$ cat config.mk
export PLATFORM = sky130hd
export DESIGN_NAME = wildcard_pattern_match_flat
export DESIGN_NICKNAME = d
export VERILOG_FILES = /design/src/hdl/wpm_pkg.sv /design/src/hdl/wpm_if.sv /design/src/hdl/wildcard_pattern_match.sv /design/src/hdl/wpm_cell.sv /design/src/flat_wrapper.sv
export SDC_FILE = /design/constraint.sdc
export NUM_CORES = 2
export LEC_CHECK = 0
export CAP_MARGIN = 20
export CORE_ASPECT_RATIO = 0.75
export CORE_MARGIN = 2
export CORE_UTILIZATION = 50
export DETAILED_ROUTE_END_ITERATION = 6
export DONT_BUFFER_PORTS = 1
export PLACE_DENSITY_LB_ADDON = 0.1
export SLEW_MARGIN = 30
export SYNTH_ARGS = -nofsm -noshare
export SYNTH_HDL_FRONTEND = slang
export SYNTH_SLANG_ARGS = --single-unit
export TNS_END_PERCENT = 10
$ cat constraint.sdc
create_clock -name i_clk -period 8.75 [get_ports i_clk]
set_clock_uncertainty 0.05 [all_clocks]
set_input_delay 0.4375 -clock i_clk [delete_from_list [all_inputs] [get_ports i_clk]]
set_output_delay 0.4375 -clock i_clk [all_outputs]
set_load 0.01 [all_outputs]
$ cat src/hdl/wpm_pkg.sv
// Package: opcodes, wildcard symbols and the control bundle shared by the match cells.
package wpm_pkg;

    localparam int unsigned SYM_W = 8;
    localparam int unsigned LEN_W = 6;
    localparam int unsigned ROW_W = 64;

    localparam logic [SYM_W-1:0] STAR_SYM = 8'h2A;
    localparam logic [SYM_W-1:0] ANY_SYM  = 8'h3F;

    typedef enum logic [1:0] {
        OP_CLEAR  = 2'd0,
        OP_APPEND = 2'd1,
        OP_BEGIN  = 2'd2,
        OP_TEXT   = 2'd3
    } t_opcode;

    typedef struct packed {
        logic             clr;
        logic             load;
        logic             step;
        logic             wr;
        logic [LEN_W-1:0] len;
        logic [SYM_W-1:0] sym;
    } t_cell_ctl;

endpackage

$ cat src/hdl/wpm_if.sv
// Interfaces: request channel and result channel with valid/ready handshake.
interface wpm_req_if;
    logic                            valid;
    logic                            ready;
    wpm_pkg::t_opcode                opcode;
    logic [wpm_pkg::SYM_W-1:0]       symbol;

    modport source (output valid, output opcode, output symbol, input ready);
    modport sink   (input valid, input opcode, input symbol, output ready);
endinterface

interface wpm_rsp_if;
    logic                            valid;
    logic                            ready;
    logic                            matched;
    logic                            pattern_full;
    logic [wpm_pkg::LEN_W-1:0]       pattern_size;

    modport source (output valid, output matched, output pattern_full, output pattern_size,
                    input ready);
    modport sink   (input valid, input matched, input pattern_full, input pattern_size,
                    output ready);
endinterface

$ cat src/hdl/wildcard_pattern_match.sv
// Top level: glob matcher built as a chain of pattern cells, one per pattern position.
// The result of an accepted request is captured in the output register.
// Throughput: one request per cycle while the result channel is ready; the row update is one pass over the cell chain.
// Reset: synchronous active low; empty pattern, row holds only the empty-prefix bit.
// The pattern store clears at reset, no clearing pass is needed.
module wildcard_pattern_match #(
    parameter int unsigned PATTERN_MAX = 63
) (
    input  logic        i_clk,
    input  logic        i_rst_n,
    wpm_req_if.sink     i_req,
    wpm_rsp_if.source   o_rsp
);

    localparam logic [wpm_pkg::LEN_W-1:0] MAX_L = wpm_pkg::LEN_W'(PATTERN_MAX);

    logic                      r_out_valid;
    logic                      r_matched;
    logic                      r_full;
    logic [wpm_pkg::LEN_W-1:0] r_size;

    logic [wpm_pkg::LEN_W-1:0] r_len;
    logic [wpm_pkg::LEN_W-1:0] n_len;
    logic                      r_last_star;
    logic                      n_last_star;
    logic                      r_bit0;
    logic                      n_bit0;
    logic                      n_full;

    logic                      w_accept;
    logic                      w_fold;
    logic                      w_store_full;
    wpm_pkg::t_cell_ctl        w_ctl;

    logic [PATTERN_MAX-1:0]    w_lit;
    logic [PATTERN_MAX-1:0]    w_next;
    logic [PATTERN_MAX-1:0]    w_bit;
    logic [wpm_pkg::ROW_W-1:0] w_row;

    assign i_req.ready = !r_out_valid || o_rsp.ready;
    assign w_accept    = i_req.valid && i_req.ready;

    assign w_fold       = (i_req.symbol == wpm_pkg::STAR_SYM) && r_last_star;
    assign w_store_full = (r_len >= MAX_L);

    always_comb begin
        w_ctl       = '0;
        w_ctl.len   = r_len;
        w_ctl.sym   = i_req.symbol;
        n_len       = r_len;
        n_last_star = r_last_star;
        n_bit0      = r_bit0;
        n_full      = 1'b0;
        if (w_accept) begin
            case (i_req.opcode)
                wpm_pkg::OP_CLEAR: begin
                    w_ctl.clr   = 1'b1;
                    n_len       = '0;
                    n_last_star = 1'b0;
                    n_bit0      = 1'b1;
                end
                wpm_pkg::OP_APPEND: begin
                    if (!w_fold) begin
                        if (w_store_full) begin
                            n_full = 1'b1;
                        end else begin
                            w_ctl.wr    = 1'b1;
                            n_len       = r_len + 1'b1;
                            n_last_star = (i_req.symbol == wpm_pkg::STAR_SYM);
                        end
                    end
                end
                wpm_pkg::OP_BEGIN: begin
                    w_ctl.load = 1'b1;
                    n_bit0     = 1'b1;
                end
                wpm_pkg::OP_TEXT: begin
                    w_ctl.step = 1'b1;
                    n_bit0     = 1'b0;
                end
                default: begin
                    n_bit0 = r_bit0;
                end
            endcase
        end
    end

    genvar k;
    generate
        for (k = 0; k < PATTERN_MAX; k++) begin : g_cell
            if (k == 0) begin : g_first
                wpm_cell #(.IDX(k)) u_cell (
                    .i_clk       (i_clk),
                    .i_rst_n     (i_rst_n),
                    .i_ctl       (w_ctl),
                    .i_lit_left  (1'b0),
                    .i_prev_left (r_bit0),
                    .o_lit       (w_lit[k]),
                    .o_next      (w_next[k]),
                    .o_bit       (w_bit[k])
                );
            end else begin : g_rest
                wpm_cell #(.IDX(k)) u_cell (
                    .i_clk       (i_clk),
                    .i_rst_n     (i_rst_n),
                    .i_ctl       (w_ctl),
                    .i_lit_left  (w_lit[k-1]),
                    .i_prev_left (w_bit[k-1]),
                    .o_lit       (w_lit[k]),
                    .o_next      (w_next[k]),
                    .o_bit       (w_bit[k])
                );
            end
        end
    endgenerate

    always_comb begin
        w_row                  = '0;
        w_row[0]               = n_bit0;
        w_row[PATTERN_MAX:1]   = w_next;
    end

    always_ff @(posedge i_clk) begin
        if (!i_rst_n) begin
            r_len       <= '0;
            r_last_star <= 1'b0;
            r_bit0      <= 1'b1;
        end else begin
            r_len       <= n_len;
            r_last_star <= n_last_star;
            r_bit0      <= n_bit0;
        end
    end

    always_ff @(posedge i_clk) begin
        if (!i_rst_n) begin
            r_out_valid <= 1'b0;
        end else if (i_req.ready) begin
            r_out_valid <= i_req.valid;
        end
    end

    always_ff @(posedge i_clk) begin
        if (w_accept) begin
            r_matched <= w_row[n_len];
            r_full    <= n_full;
            r_size    <= n_len;
        end
    end

    assign o_rsp.valid        = r_out_valid;
    assign o_rsp.matched      = r_matched;
    assign o_rsp.pattern_full = r_full;
    assign o_rsp.pattern_size = r_size;

endmodule

$ cat src/hdl/wpm_cell.sv
// Match cell: one pattern symbol and its prefix-match row bit.
module wpm_cell #(
    parameter int unsigned IDX = 0
) (
    input  logic                      i_clk,
    input  logic                      i_rst_n,
    input  wpm_pkg::t_cell_ctl        i_ctl,
    input  logic                      i_lit_left,
    input  logic                      i_prev_left,
    output logic                      o_lit,
    output logic                      o_next,
    output logic                      o_bit
);

    localparam logic [wpm_pkg::LEN_W-1:0] IDX_L = wpm_pkg::LEN_W'(IDX);

    logic [wpm_pkg::SYM_W-1:0] r_sym;
    logic                      r_bit;
    logic                      n_bit;
    logic                      w_active;
    logic                      w_star;
    logic                      w_hit;

    assign w_active = (IDX_L < i_ctl.len);
    assign w_star   = (r_sym == wpm_pkg::STAR_SYM);
    assign w_hit    = (r_sym == wpm_pkg::ANY_SYM) || (r_sym == i_ctl.sym);
    assign o_lit    = w_hit & i_prev_left;
    assign o_next   = n_bit;
    assign o_bit    = r_bit;

    always_comb begin
        n_bit = r_bit;
        if (i_ctl.clr) begin
            n_bit = 1'b0;
        end else if (i_ctl.load) begin
            n_bit = (IDX == 0) && w_active && w_star;
        end else if (i_ctl.step) begin
            n_bit = w_active && (w_star ? (r_bit | i_lit_left) : (w_hit & i_prev_left));
        end
    end

    always_ff @(posedge i_clk) begin
        if (!i_rst_n) begin
            r_bit <= 1'b0;
        end else begin
            r_bit <= n_bit;
        end
    end

    always_ff @(posedge i_clk) begin
        if (!i_rst_n) begin
            r_sym <= '0;
        end else if (i_ctl.wr && (i_ctl.len == IDX_L)) begin
            r_sym <= i_ctl.sym;
        end
    end

endmodule
$ cat src/flat_wrapper.sv
// flat-port wrapper written by rule: the top's interface ports become plain ports
module wildcard_pattern_match_flat 
#(
    parameter int unsigned PATTERN_MAX = 63
)
  (i_clk, i_rst_n, i_req_valid, i_req_opcode, i_req_symbol, i_req_ready, o_rsp_valid, o_rsp_matched, o_rsp_pattern_full, o_rsp_pattern_size, o_rsp_ready);
  wpm_req_if i_req_i ();
  wpm_rsp_if o_rsp_i ();
  input  logic i_clk;
  input  logic i_rst_n;
  input wire logic [$bits(i_req_i.valid)-1:0] i_req_valid;
  input wire logic [$bits(i_req_i.opcode)-1:0] i_req_opcode;
  input wire logic [$bits(i_req_i.symbol)-1:0] i_req_symbol;
  output wire logic [$bits(i_req_i.ready)-1:0] i_req_ready;
  output wire logic [$bits(o_rsp_i.valid)-1:0] o_rsp_valid;
  output wire logic [$bits(o_rsp_i.matched)-1:0] o_rsp_matched;
  output wire logic [$bits(o_rsp_i.pattern_full)-1:0] o_rsp_pattern_full;
  output wire logic [$bits(o_rsp_i.pattern_size)-1:0] o_rsp_pattern_size;
  input wire logic [$bits(o_rsp_i.ready)-1:0] o_rsp_ready;
  assign i_req_i.valid = i_req_valid;
  assign i_req_i.opcode = i_req_opcode;
  assign i_req_i.symbol = i_req_symbol;
  assign i_req_ready = i_req_i.ready;
  assign o_rsp_valid = o_rsp_i.valid;
  assign o_rsp_matched = o_rsp_i.matched;
  assign o_rsp_pattern_full = o_rsp_i.pattern_full;
  assign o_rsp_pattern_size = o_rsp_i.pattern_size;
  assign o_rsp_i.ready = o_rsp_ready;
  wildcard_pattern_match #(.PATTERN_MAX(PATTERN_MAX)) u_core (.i_clk(i_clk), .i_rst_n(i_rst_n), .i_req(i_req_i), .o_rsp(o_rsp_i));
endmodule
==> results.md <==
- Status: complete, no violations
- Crit path required time: between 9000 and 10000 ps
- Leak pwr: between 0.01 and 0.015 uW
- Chip Height: about 220 um
- Iter 0 DRT Violations: around 3300
- Die area: 0.0659 mm^2
- Final #Nets: 3693
- Hold crit path type: in -> reg
- Number of antenna violations at the first check in global routing: 4
- # IOs: 24
- Largest net degree at the start of global routing: around 220
- Hold_buf cts: 19
- Share of cells above drive strength 1: 5.30%
- Critical Path Sink Type: flop
- Area grow syn2layout: 7.82%
- Clock latency on the worst-skew pair: approximately 640 ps
- Achievable Freq: around 0.23 GHz
- Clock Path Buffers: 3
- Finished Layout Cells: 4579
- First-pass GRT wire length: 171 mm
- Max VDD drop: between 0.1 and 0.15 mV
- Syn Area/Cell: between 8 and 9 um^2
- Core Box Area: around 0.063 mm^2
- Sequential fraction of design power: approximately 48%
- Final Setup Violations: 0
- Gate power share: under 10%
- Seq/Total Area, Yosys: between 30 and 40%
- Final Util: between 50 and 60%
- DRC Markers: 0
- Dominant cells by area after synthesis: dfxtp_1, mux2i_1, xnor2_1, nor2_1, xor2_1
- R2R depth: 12
- Clock Root Buffer: clkbuf_16
- Synth Net Count: between 3000 and 4000
- Clock sink count: 584
- Max_cap viols: 0
- Switching part of the total power: between 20% and 30%
- CTS Buf Count: 60
- Met3 wire length: between 10 and 15 mm
- Unique masters post-synth: 104
- Min cycle time layout: between 4000 and 5000 ps
- Worst-Margin Slew: ~1000 ps
- Top-count cell post-synth: dfxtp_1
- Period utilization: roughly 50%
- FF-to-FF setup slack: approximately 4400 ps
- Metal-1 WL: a little over 50 mm
- Top sig layer: met5
- Clk slew on worst S/H paths: roughly 70 ps
- CTS resizes: 0
- Depth of the CTS H-tree: 2
- Clock network power share: between 40% and 50%
- Place WS: between 4000 and 5000 ps
- Starting Density: 50.4%
- Share of flip-flops with an asynchronous set or reset: 0%
- Leading area contributor after synthesis: dfxtp_1
- Unrepaired setup endpoints after global routing: no
- Syn. warnings: 0
- WS Path Type: reg -> reg
- DR vias: 28500
- Global Route Usage Sum: ~34%
- CTS tree: built
- Final WS setup: ~4400 ps
- Row cnt: 80
- Routed length on met2: ~50 mm
- Final Hold Viols: 0
- Crit-path max FO: 21
- Pre-antenna DRT Iters: 6
- Placed Cells incl. Taps: 4455
- HPWL after DPL: approximately 63 mm
- Grt total ovfl: 0
- Share of the synthesized area in the top cell type: roughly 36%
- Internal Pwr Total: 4260 uW
- Die span in x: a little under 300 um
- Fin. max-slew vios: 0
- Post-DR vias/cell: roughly 6.2
- Max-slew headroom: 33.6%
- Post-CTS Repair Setup Buffers: 0
- ANT cells: 0
- Critical Path AT: about 4800 ps
- Power Density: 163 mW/mm^2
- Antenna Nets Post-Route: 0
- Vias in the first global route: between 20000 and 30000
- Commonest cells in the netlist: dfxtp_1, nor2_1, mux2i_1, nand2_1, xnor2_1
- Top_reg_cell synth: dfxtp_1
- Avg WL per Cell: between 20 and 30 um
- Mapped Cells: ~3800
- Hold depth: 4
- EDFF count, synth: 8
- Yosys reg bits: a little under 600
- Mapped Area: 0.0319 mm^2
- Worst setup SP type: flop
- Sum Neg Setup Slack: 0 ps
- # port buffers: 0
- P_sw: around 1400 uW
- Power Total: approximately 5600 uW
- Final RePlAce weighted congestion: 0.930
- Post-Route WL: approximately 110 mm
## registers in the layout, summed over array words and instances (netlist names), 6 cells and up
name	count
u_core.g_cell.g_first.u_cell.r_sym	8
u_core.r_len	6
u_core.o_rsp.pattern_size	6
u_core.g_cell.g_rest.u_cell.o_bit	62
u_core.g_cell.g_rest.u_cell.r_sym	496
## area by class of cell
type	instances	area, um^2
sequential	584	11800
tap	861	1080
inverter	42	170
clock inverter	16	185
fill	5858	28900
multi-input combinational	2942	18900
timing repair buffer	46	576
clock buffer	88	1710
## worst max-delay path: stages (launching register included)
cell	delay, ps
dfxtp_1	660
ha_1	540
and3_2	300
nand2_1	150
a311o_1	370
or2_4	370
inv_2	390
nand2_1	330
o221a_1	300
a211oi_1	210
o311ai_0	210
o211a_1	200
o22ai_2	120
## power groups by stage
stage / clock network (uW) / logic (uW) / registers (uW)
final: 2560 / 371 / 2690
after detailed placement: 0 / 271 / 2750
after global routing: 2700 / 391 / 2690
after CTS: 2590 / 363 / 2690
after floorplan: 0 / 298 / 2740
after global placement: 0 / 267 / 2750
## layer usage
layer,up-vias,GRT usage (%)
li1,13100,-
met1,14000,48.5
met2,1232,51.7
met3,206,6.47
met4,6,10.1
met5,-,0
## cells by family after synthesis
logic type               synth area share (%)
AND/OR/NAND/NOR                          23.3
flip-flops                               36.9
AO/OA/AOI/OAI                            10.6
XOR/XNOR                                 13.9
multiplexers                             11.2
buffers and inverters                    4.01
adder cells (fa/ha/maj)                 0.118
## cells in the final DEF (no fill, tap or decap), types with 7 or more instances in the layout
master,count
a211oi_1,28
a21o_1,12
a21oi_1,242
a31oi_1,21
and2_1,14
and3_1,32
and4_1,8
buf_16,9
buf_4,25
clkbuf_1,19
clkbuf_16,61
clkbuf_8,8
clkinv_2,10
dfxtp_1,576
dlygate4sd3_1,10
edfxtp_1,8
inv_1,39
mux2i_1,354
nand2_1,339
nand2b_1,17
nand3_1,176
nand4_1,99
nand4b_1,18
nor2_1,515
nor2_2,13
nor2b_1,11
nor3_1,76
nor3_2,11
nor4_1,90
o211a_1,7
o211ai_1,12
o21a_1,8
o21ai_0,94
o22ai_1,8
o31ai_1,14
or3_1,28
or4_1,22
xnor2_1,286
xor2_1,219
## worst paths after layout
check,from,endpoint
worst max register to register,u_core.r_len[1],u_core.o_rsp.matched
worst max-delay path,u_core.r_len[1],u_core.o_rsp.matched
worst min-delay path,i_req_opcode[0],u_core.r_last_star
worst min register to register,u_core.g_cell[2].g_rest.u_cell.r_sym[3],u_core.g_cell[2].g_rest.u_cell.r_sym[3]
## metrics by stage
stage | instance area [um^2] | hold WS [ps]
after floorplan | 31900 | 393
after global placement | 32100 | 418
after detailed placement | 32100 | 424
after CTS | 34400 | 15.4
after global routing | 34400 | 40.1
final | 34400 | 42.3
Note: power is estimated with default switching activity, not from simulation.
